### config.mk
export PLATFORM = sky130hd
export DESIGN_NAME = nvds_dist
export DESIGN_NICKNAME = d
export VERILOG_FILES = /design/src/design/nvds_pkg.sv /design/src/design/nvds_dist.sv
export SDC_FILE = /design/constraint.sdc
export NUM_CORES = 1
export LEC_CHECK = 0
export BUFFER_PORTS_ARGS = -buffer_cell sky130_fd_sc_hd__buf_2
export CORE_ASPECT_RATIO = 0.6
export CORE_MARGIN = 2
export CORE_UTILIZATION = 35
export CTS_CLUSTER_DIAMETER = 200
export DETAILED_ROUTE_END_ITERATION = 8
export HOLD_SLACK_MARGIN = 0.06
export PLACE_DENSITY_LB_ADDON = 0.2
export SETUP_SLACK_MARGIN = 0.1
export SYNTH_ARGS = -nofsm -noshare
export SYNTH_HDL_FRONTEND = slang
export SYNTH_SLANG_ARGS = --single-unit
### constraint.sdc
create_clock -name clk -period 10.4 [get_ports clk]
set_input_delay 0.52 -clock clk [delete_from_list [all_inputs] [get_ports clk]]
set_output_delay 0.52 -clock clk [all_outputs]
set_load 0.05 [all_outputs]
### src/design/nvds_pkg.sv
`default_nettype none
// ----------------------------------------------------------------------------
// nvds_pkg
// Shared types and constants for the nearest value distance set core.
// ----------------------------------------------------------------------------
package nvds_pkg;

  localparam int VALUE_BITS   = 24;
  localparam int COST_BITS    = 25;
  localparam int TOTAL_BITS   = 48;
  localparam int CAPACITY_DEF = 1024;

  typedef logic signed [VALUE_BITS-1:0] value_t;
  typedef logic signed [COST_BITS-1:0]  cost_t;
  typedef logic        [COST_BITS-1:0]  dist_t;
  typedef logic signed [TOTAL_BITS-1:0] total_t;

  typedef struct packed {
    value_t new_value;
    logic   start_sequence;
  } in_item_t;

  typedef struct packed {
    cost_t  item_cost;
    total_t running_total;
    logic   store_full;
  } out_item_t;

  // control from the sequencer to the distance tracker
  typedef struct packed {
    logic clear;   // new item: reset the running minimum
    logic sample;  // read data from the store is valid this cycle
  } dist_ctrl_t;

  typedef enum logic [1:0] {
    ST_IDLE,
    ST_SCAN,
    ST_DRAIN,
    ST_FINISH
  } state_t;

endpackage
`default_nettype wire

### src/design/nvds_dist.sv
`default_nettype none
// ----------------------------------------------------------------------------
// nvds_dist
// Running minimum of the absolute distance between the query value and each
// stored value streamed out of the store.
// ----------------------------------------------------------------------------
module nvds_dist (
  input  wire                   clk,
  input  nvds_pkg::dist_ctrl_t  ctrl,
  input  nvds_pkg::value_t      query,
  input  nvds_pkg::value_t      stored,
  output nvds_pkg::dist_t       min_dist
);

  nvds_pkg::dist_t min_r;
  nvds_pkg::dist_t min_nxt;
  nvds_pkg::cost_t diff;
  nvds_pkg::dist_t abs_diff;

  // x - v never overflows one extra bit
  assign diff = nvds_pkg::cost_t'({query[nvds_pkg::VALUE_BITS-1], query})
              - nvds_pkg::cost_t'({stored[nvds_pkg::VALUE_BITS-1], stored});
  assign abs_diff = diff[nvds_pkg::COST_BITS-1] ? nvds_pkg::dist_t'(-diff)
                                                 : nvds_pkg::dist_t'(diff);

  always_comb begin
    min_nxt = min_r;
    if (ctrl.clear) begin
      min_nxt = '1;
    end else if (ctrl.sample && (abs_diff < min_r)) begin
      min_nxt = abs_diff;
    end
  end

  always_ff @(posedge clk) begin
    min_r <= min_nxt;
  end

  assign min_dist = min_r;

endmodule
`default_nettype wire
==> Word level (Yosys, flattened, before mapping) <==
Index checks and enable logic that the tools add are counted.
{ "word_totals": {"ff_bits": 25, "inputBits": 51, "output_inout_bits": 25} }
{ "classes": {"add_sub_neg": 2, "n_lt_le_gt_ge": 1, "muxes": 1, "n_reduce_logical": 1} }
{ "ops": {"columns": ["op", "count"], "rows": [
  ["$lt 25x25->1", 1],
  ["$mux 25", 1],
  ["$neg 25->25", 1],
  ["$sub 24x24->25", 1],
  ["$logic_and 1x1->1", 1]
]} }

==> Depth between registers and ports, before layout <==
Gate-level depths: netlist of the first run.
{ "depth": {"word_depth": 5, "ltp_mapped": 23} }

==> Worst setup path before layout of the first run <==
Ideal clock, no wire load.
{ "synth_path": {"path_type": "input-to-reg", "start": "input query[0]", "end": "register min_r[14] (netlist: min_dist[14])", "arrival_ps": 5354, "required_time_ps": 10267, "slack_ps": 4913, "stages": 23, "path_cell_list": "inv_1 -> ha_1 -> fa_1 -> and2b_4 -> o2111a_2 -> o21ai_1 -> a21oi_1 -> o21ai_0 -> a41oi_1 -> clkbuf_1 -> a21oi_1 -> xnor2_1 -> ha_1 -> o21a_1 -> o21ai_0 -> a211oi_1 -> o311ai_0 -> nand4_1 -> a221oi_1 -> clkbuf_1 -> clkbuf_1 -> nand2_1 -> a2bb2oi_1"} }
{ "synth_between": {"elab_chain_cells": 5} }
{ "synth_lines": {"columns": ["item", "line", "text"], "rows": [
  ["start, declared", "nvds_dist.sv:10", "input nvds_pkg::value_t query,"],
  ["$sub 24x24->25 *", "nvds_dist.sv:22", "- nvds_pkg::cost_t'({stored[nvds_pkg::VALUE_BITS-1], stored});"],
  ["$neg 25->25", "nvds_dist.sv:23", "assign abs_diff = diff[nvds_pkg::COST_BITS-1] ? nvds_pkg::dist_t'(-diff)"],
  ["$mux 25 *", "nvds_dist.sv:23", null],
  ["via abs_diff[5]", "nvds_dist.sv:18", "nvds_pkg::dist_t abs_diff;"],
  ["$lt 25x25->1 *", "nvds_dist.sv:30", "end else if (ctrl.sample && (abs_diff < min_r)) begin"],
  ["$logic_and 1x1->1 *", "nvds_dist.sv:30", null],
  ["end signal, assigned", "nvds_dist.sv:36", "min_r <= min_nxt;"],
  ["end, declared", "nvds_dist.sv:15", "nvds_pkg::dist_t min_r;"]
]} }
The timed path passes the listed nets; every way through them passes the cells marked *.
A chain may end at the register's enable or synchronous reset.

==> Worst setup path in the final report of the first run <==
{ "layout_path": {"start": "input query[0]", "end": "register min_r[22] (netlist: min_dist[22])"} }
The elaborated chain is that of the path after synthesis.

==> results of run 1 <==
[kinds of logic (layout without fill, tap and decap cells)]
family                     after synthesis  in the layout
and+or+nand+nor                        173            173
xor gates and xnor gates                36             36
AOI/OAI and AO/OA                      167            167
adders and majority gates               50             50
buffers and inverters                   84            140
muxes                                    6              6
DFF                                     25             25
[layout make-up]
cell class,count,area (um^2)
timing repair buffer,77,390
multi-input combinational,432,3120
inverter,59,221
sequential,25,500
fill,1134,6260
tap,139,174
clock buffer,4,78.8
[tightest hold or removal path, delay by kind of cell (launching register included)]
family	cells	cell delay, ps
buf+inv	1	80
flops	1	310
compound gates	1	80
[metrics by stage]
| step | setup slack (ps) | cell area [um^2] |
|---|---|---|
| floorplan | 4910 | 3920 |
| detailed placement | 4400 | 4400 |
| global route | 4120 | 4480 |
| global placement | 4530 | 4400 |
| finish | 4550 | 4480 |
| CTS | 4640 | 4480 |
[cell usage in the layout, fill, tap and decap left out, types with 3 or more instances in the layout]
| cell type | n |
|---|---|
| sky130_fd_sc_hd__o22ai_1 | 3 |
| sky130_fd_sc_hd__a31oi_1 | 6 |
| sky130_fd_sc_hd__xor2_1 | 15 |
| sky130_fd_sc_hd__or3_1 | 11 |
| sky130_fd_sc_hd__o21bai_1 | 4 |
| sky130_fd_sc_hd__o21ai_0 | 20 |
| sky130_fd_sc_hd__and2_1 | 6 |
| sky130_fd_sc_hd__nand2_1 | 37 |
| sky130_fd_sc_hd__o211ai_1 | 7 |
| sky130_fd_sc_hd__ha_1 | 49 |
| sky130_fd_sc_hd__xnor2_1 | 21 |
| sky130_fd_sc_hd__clkbuf_16 | 3 |
| sky130_fd_sc_hd__a21oi_1 | 44 |
| sky130_fd_sc_hd__nor3_1 | 16 |
| sky130_fd_sc_hd__o21ai_1 | 8 |
| sky130_fd_sc_hd__buf_2 | 75 |
| sky130_fd_sc_hd__nand4_1 | 13 |
| sky130_fd_sc_hd__nand3_1 | 11 |
| sky130_fd_sc_hd__nor4_1 | 4 |
| sky130_fd_sc_hd__inv_1 | 58 |
| sky130_fd_sc_hd__nor2b_1 | 4 |
| sky130_fd_sc_hd__o2111ai_1 | 4 |
| sky130_fd_sc_hd__a211o_1 | 17 |
| sky130_fd_sc_hd__a21o_1 | 15 |
| sky130_fd_sc_hd__a211oi_1 | 3 |
| sky130_fd_sc_hd__o21a_1 | 3 |
| sky130_fd_sc_hd__mux2i_1 | 5 |
| sky130_fd_sc_hd__nand2b_1 | 5 |
| sky130_fd_sc_hd__nor2_1 | 45 |
| sky130_fd_sc_hd__and3_1 | 5 |
| sky130_fd_sc_hd__dfxtp_1 | 25 |
[where the power goes]
group / total, uW / switching [uW] / internal, uW
clock: 87.9 / 35.4 / 52.5
combinational: 399 / 258 / 141
sequential: 120 / 8.28 / 112
[metal layers]
metal	part of all wire, %	global-route usage (%)	vias up	wire length (um)
met5	0	0	-	0
met4	0.74	2.91	0	81
met3	5.8	3.35	9	638
met1	52	26.1	1891	5730
met2	41	27.9	113	4520
li1	-	-	2079	-
[how the worst max path moves through the flow]
| stage | startpoint | to | depth (start not counted) |
|---|---|---|---|
| 3_3_place_gp | query[4] | min_dist[16] | 19 |
| 4_1_cts | query[0] | min_dist[22] | 24 |
| 6_report | query[0] | min_dist[22] | 24 |
| 2_1_floorplan | query[0] | min_dist[14] | 23 |
| 5_1_grt | query[4] | min_dist[22] | 21 |
| 3_5_place_dp | query[0] | min_dist[22] | 24 |
==> results.md, run 1 <==
- The startpoint of the tightest hold check path is min_dist[18].
- The slew at the pin with the worst max-slew slack is 766 ps.
- The sum of negative setup slack is 0 ps.
- Headroom to the max-slew limit came out at 48.6%.
- Detailed routing inserted a total of just over 4000 vias.
- Before antenna repair, the detailed router went through 5 iterations.
- For this run, design rule violations remaining after detail routing come to 0.
- In this run, synthesis produced a sequential element count of 25.
- Across the run, the number of max-cap violations was 0.
- The placed wire-length estimate after detailed placement is 9000 um.
- The Yosys step of the flow raised 0 warnings.
- The slack of the worst reg-to-reg path is 7100 ps.
- The synthesized netlist devotes 23.4% of its cell area to simple gates.
- Among all flip-flop cells after synthesis, the most frequent one is sky130_fd_sc_hd__dfxtp_1.
- The dominant combinational cell family by area after synthesis is compound AO/OA/AOI/OAI gates.
- Based on the critical path, the design can be clocked at up to 171 MHz.
- After clock tree synthesis, the repair step resized 0 gates.
- The post-route clock skew is between 2 and 2.5 ps.
- The leftover overflow at the end of global routing is 0.
- The shortest clock period the worst path allows after layout is approximately 5800 ps.
- Setup repair after global routing left no endpoint under its margin.
- The initial antenna violation count is 0.
- The synthesized instance count is 541.
- From left edge to right edge, the die measures 141 um.
- Of all nets on the critical path, the largest fanout is 36.
- Measured against the total synthesized area, the mux share comes to 1.56%.
- The count of flip-flops with a built-in enable after synthesis is 0.
- The number of buffers inserted to repair setup after CTS is 0.
- During I/O placement, the number of pins put on the boundary was 76.
- Counting instances in the post-synthesis netlist gives the leading cell types as sky130_fd_sc_hd__inv_1 (58), sky130_fd_sc_hd__ha_1 (49), sky130_fd_sc_hd__nor2_1 (45), sky130_fd_sc_hd__a21oi_1 (44), sky130_fd_sc_hd__nand2_1 (37).
- For hold timing, the worst endpoint is min_dist[18].
- The instance count along the most critical hold path is 2.
- The arrival time of data at the critical path endpoint is 5980 ps.
- The pin count of the biggest net entering global routing is 37.
- The worst register-to-register path ends at min_dist[22].
- The cell area power density is 135 nW/um^2.
- The synthesized netlist devotes 16.1% of its cell area to adder and majority cells.
- The cell sitting at the root of the clock tree is a sky130_fd_sc_hd__clkbuf_16.
- The register with the most flip-flops in the layout has 25 of them.
- The initial cell density of the core is between 30% and 40%.
- The count of hold buffers inserted by post-cts repair is 0.
- The later pin in the worst-skew pair is clocked with a latency of ~270 ps.
- The max-slew violation count was 0.
- sky130_fd_sc_hd__ha_1 takes more of the synthesized area than any other cell.
- The first-pass GRT wire length is 18000 um.
- In this design, the stage delay of the slowest critical-path cell is 490 ps.
- Cells fill 41.7% of the core in the end.
- The worst path uses 56.2% of the clock period.
- The CTS tree is built.
- The share of the synthesized area in compound gates (AO/OA/AOI/OAI) is 29.8%.
- The via count of the first global-routing pass is ~3800.
- Synthesis produced a netlist with a net count of approximately 640.
- The xor/xnor share of the synthesized area is 8.04%.
- The core region is 10700 um^2.
- The flow ran to the end, and the final reports show no timing, DRC or antenna violations.
- The diode insertion count for antenna repair is 0.
- The post-route netlist has 16.4% of its cells at a drive strength greater than 1.
- Yosys attributes the largest share of cell area to sky130_fd_sc_hd__ha_1 (16%), sky130_fd_sc_hd__dfxtp_1 (13%), sky130_fd_sc_hd__a21oi_1 (5.6%).
- The synthesis-to-finish area growth is 14.2%.
- The total number of clock tree sinks is 25.
- The library cell contributing the largest single delay on the critical path is sky130_fd_sc_hd__o311ai_0.
- For this run, the number of standard cells in the final layout without fillers is approximately 740.
- At the worst endpoint, the required time is about 11000 ps.
- IR analysis of the VDD net gives a maximum drop of 75.4 uV.
- The longest clock path from root to sink contains 2 buffers.
- The final-layout worst hold slack is 512 ps.
- In this run the tool buffered the top-level ports with 75 buffer cells.
- The die covers 12100 um^2.
- The total power is 607 uW.
- The capturing element type of the critical path is a flip-flop.
- The final layout contains 699 nets.
- The family of cells with the greatest summed delay on the critical path is compound AO/OA/AOI/OAI gates.
- The launch instance of the worst register-to-register path is min_dist[5].
- A synthesized cell averages 7.25 um^2.
- The die boundary height is 86.0 um.
- The share of synthesized area occupied by flip-flops and latches is between 10 and 15%.
- In this run the number of H-tree levels came out at 1.
- The number of placed cells counting well taps is 732.
- The depth of the most critical reg-to-reg path is 12.
- The total length of routed wires is around 11000 um.
- The count of final setup violators is 0.
- After synthesis, the netlist uses 74 different library cells.
- The critical path goes through buf_2 > inv_1 > ha_1 > fa_1 > and2b_4 > o2111a_2 > o21ai_1 > a21oi_1 > o21ai_0 > a41oi_1 > buf_4 > a21oi_1 > xnor2_1 > ha_1 > o21a_1 > o21ai_0 > a211oi_1 > o311ai_0 > nand4_1 > a221oi_4 > buf_4 > nand4_1 > mux2i_1 > a311oi_1.
- The cell leakage power is 0.00221 uW.
- The total routing resource utilization after global routing is ~18%.
- After synthesis the cells add up to 3920 um^2.
- The CTS clock-pin slew for the worst setup and hold paths is roughly 60 ps.
- The number of failing hold endpoints at the final stage is 0.
- The final antenna-violating net count is 0.
- The wire length per cell after detailed routing is 14.9 um.
- Using the TritonRoute via totals, the vias-per-cell ratio works out to 5.56.
- The critical setup path kind is in -> reg.
- At the end of routability-driven placement, the weighted congestion stood at about 0.84.
- The share of synthesized area in the top cell type comes to 15.6%.
- The number of rows in the core area is 29.
- In the post-synthesis netlist, the cell with the most instances is sky130_fd_sc_hd__inv_1.
- Counting flops with an async set or reset pin after synthesis yields a share of 0%.
- Counting both buffers and inverters, the worst setup path holds a total of 4.
- The number of DRC violations after detailed-routing iteration 0 is 267.
- Counting the buffers created by CTS gives 3.
- STA classifies the critical path startpoint as an input port.
- The path category of the worst min-delay check is reg -> reg.
Note: power is estimated with default switching activity, not from simulation.
==> inputs of run 2 (changes only) <==
clock period = 5.15 ns   (was 10.4 ns; I/O delays follow)
==> run 2 against run 1 <==
Net effect: worst setup slack got worse by 4200 ps; clock skew hardly changed; routed wire length up 4.0%; sequential power grew 100%; non-clock buffer count is 51 higher; hold slack got worse by 62 ps; combinational power rose by 120%; sequential share of layout area decreased by 1.1 points; critical path type unchanged.
==> results.md, run 2 (same netlist as run 1, synthesis figures left out) <==
- The run finished with clean final reports.
- The capturing element type of the critical path is a flip-flop.
- The number of buffers between clock root and the deepest sink is 2 (unchanged).
- The worst hold path begins at stored[0].
- Setup repair after global routing left no endpoint under its margin.
- The synthesis-to-finish area growth is 26.2%.
- The initial antenna violation count is 0 (unchanged).
- The most numerous cell type found on the critical path is sky130_fd_sc_hd__nand4_1.
- The switching share of power is 48.1% (-1.6 points).
- The H-tree depth came to 1 (unchanged).
- The worst min-delay path endpoint is min_dist[0].
- The cell leakage power is 0.00249 uW (+12%).
- The largest voltage drop on the vdd net came to 162 uV (+110%).
- The headroom to the max-slew limit is 59.5% (+11 points).
- The share of layout cells above drive strength 1 is 25.0% (+8.6 points).
- The global placement routability congestion is 0.860 (+2.4%).
- The placed wire-length estimate after detailed placement is 9500 um (+5.5%).
- The arrival time of data at the critical path endpoint was 4950 ps (-1030 ps).
- The via count of the first global-routing pass was 3845 (+1.4%).
- The leading cell type in the layout, fill and taps excluded is sky130_fd_sc_hd__buf_2.
- Timing would allow up to 208 MHz.
- The critical setup path kind is in -> reg.
- The number of clock buffers inserted by TritonCTS is 3 (unchanged).
- The CTS tree is built.
- The depth of the most critical reg-to-reg path is 12 (unchanged).
- The total power is 1320 uW (+120%).
- The via-per-instance ratio is 5.50 (-1.1%).
- The number of failing hold endpoints at the final stage was 0 (unchanged).
- The area of the placeable core is 10700 um^2 (unchanged).
- The clock tree root driver cell is sky130_fd_sc_hd__clkbuf_16.
- The initial cell density of the core is 36.5% (unchanged).
- STA classifies the critical path startpoint as an input port.
- The internal power component is 686 uW (+120%).
- The post-route clock skew is 2.73 ps (+0.248 ps).
- The clock insertion delay at the later pin of the skew report is 270 ps (about the same).
- The switching power of the nets came to 635 uW (+110%).
- The worst setup timing slack at the placement stage is -294 ps (-4690 ps).
- The final critical-path share of the clock period is 93.2%.
- The required arrival time at the worst endpoint is 5300 ps (-5230 ps).
- The endpoint identified for the worst register-to-register timing path is min_dist[5].
- The clock period could shrink to 4800 ps.
- The total number of clock tree sinks is 25 (unchanged).
- The number of top-level pins came to 76 (unchanged).
- The combinational share of power is 67.8% (+2.0 points).
- The library cell contributing the largest single delay on the critical path is sky130_fd_sc_hd__or4_4.
- The remaining design rule violation count is 0 (unchanged).
- The maximum fanout count along the critical path is 32 (-11%).
- The path category of the worst min-delay check is in -> reg.
- The final-layout worst hold slack is 450 ps (-61.6 ps).
- The cell area power density came to 267 nW/um^2 (+97%).
- The CTS clock-pin slew for the worst setup and hold paths came to 70 ps (about the same).
- The startpoint identified for the worst register-to-register timing path is min_dist[5].
- The library cells used most frequently in the layout, excluding fill and tap cells, are sky130_fd_sc_hd__buf_2 (75), sky130_fd_sc_hd__inv_1 (58), sky130_fd_sc_hd__buf_4 (51).
- The total die area was 12100 um^2 (unchanged).
- The leftover overflow at the end of global routing came to 0 (unchanged).
- The number of vias in the routed layout is 4328 (+5.8%).
- The sum of negative setup slack is 0 ps (unchanged).
- The number of filler cells placed in the layout is 1111 (-2.0%).
- The count of final setup violators is 0 (unchanged).
- The signal on the critical path passes through buf_2 > inv_1 > ha_1 > fa_2 > and2b_4 > o2111a_2 > buf_4 > or4_4 > a32oi_4 > nand4_4 > nor4_4 > nand4_1 > mux2i_1 > nand2_1 > ha_1 > nand4_1 > nor2_1 > nor3_2 > nand4_1 > buf_4 > a221oi_4 > buf_12 > nor2_1 > a211o_1.
- The flip-flop count of the largest register after layout came to 25 (unchanged).
- The post-layout net count was 750 (+7.3%).
- The final antenna-violating net count is 0 (unchanged).
- The clock network fraction of total power is 13.7% (-0.8 points).
- The pin count of the biggest net entering global routing came to 33 (-11%).
- The slack of the worst reg-to-reg path is 2280 ps (-4820 ps).
- The die boundary height is 86.0 um (unchanged).
- The number of rows in the core area is 29 (unchanged).
- The number of maximum-capacitance violations is 0 (unchanged).
- The wire length per cell after detailed routing was 14.5 um (-2.7%).
- The total length of routed wires is 11400 um (+4.0%).
- The part of the total power dissipated in sequential elements is 18.4% (-1.3 points).
- The delay contributed by the slowest stage of the critical path is 500 ps (about the same).
- The number of optimization iterations in the first detailed-route pass is 5 (unchanged).
- The slew at the pin with the worst max-slew slack is 605 ps (-161 ps).
- The max-slew violation count is 0 (unchanged).
- The count of hold buffers inserted by post-cts repair is 0 (unchanged).
- The instance count along the most critical hold path was 3 (+1).
- The setup slack after layout is 352 ps (-4200 ps).
- The total routing resource utilization after global routing is 18.8% (+0.92 points).
- The first-pass GRT wire length is 18700 um (+3.7%).
- The number of buffer cells added on primary ports was 75 (unchanged).
- The number of DRC violations after detailed-routing iteration 0 is 331 (+24%).
- The die width is 141 um (unchanged).
- The diode insertion count for antenna repair was 0 (unchanged).
==> run 2: area by class of cell <==
cell class / count / area, um^2 / area share [%]
multi-input combinational: 432 / 3190 / 64.4
timing repair buffer: 128 / 790 / 15.9
tap: 139 / 174 / 3.51
clock inverter: 1 / 5.00 / 0.101
inverter: 59 / 221 / 4.47
sequential: 25 / 500 / 10.1
clock buffer: 3 / 75.1 / 1.52
==> run 2: repair_timing <==
item | CTS | global route
resized for setup | 2 | 15
endpoints found under the hold margin | 0 | 0
pin swaps | 2 | 12
setup buffers | 4 | 10
setup endpoints to repair | 19 | 25
==> run 2: how the worst max path moves through the flow <==
stage                        start            to  slack (ps)  cells past startpoint
after global placement    query[0]  min_dist[16]        -210                     22
after detailed placement  query[0]  min_dist[16]        -290                     24
after floorplan           query[0]  min_dist[14]         120                     23
final                     query[0]   min_dist[5]         350                     24
after global routing      query[0]  min_dist[16]          90                     25
after CTS                 query[0]  min_dist[16]         120                     24
==> run 2: metrics by stage <==
stage / std cells / utilization (%) / area [um^2]
6_report: 787 / 46.1 / 4950
5_1_grt: 787 / 46.1 / 4950
4_1_cts: 777 / 44.8 / 4810
3_5_place_dp: 769 / 43.7 / 4690
3_3_place_gp: 769 / 43.7 / 4690
2_1_floorplan: 541 / - / 3930
==> run 2: worst max-delay path: cells and delay by family <==
family | cells | cell delay (ps)
multiplexers | 1 | 250
AND/OR/NAND/NOR | 11 | 1820
buffers and inverters | 5 | 700
adder cells (fa/ha/maj) | 3 | 700
AO/OA/AOI/OAI | 4 | 1220
==> run 2: layer usage <==
metal	wire [um]	vias up	GRT usage [%]
met2	4500	129	27.6
met3	696	8	3.74
met5	0	-	0
met4	54	0	2.00
met1	6160	2012	29.1
li1	-	2179	-
==> run 2: power groups by stage <==
stage	Sequential (uW)	Combinational, uW	Clock [uW]
3_3_place_gp	246	847	0
4_1_cts	243	866	187
5_1_grt	247	991	198
3_5_place_dp	248	856	0
2_1_floorplan	354	505	0
6_report	244	896	181
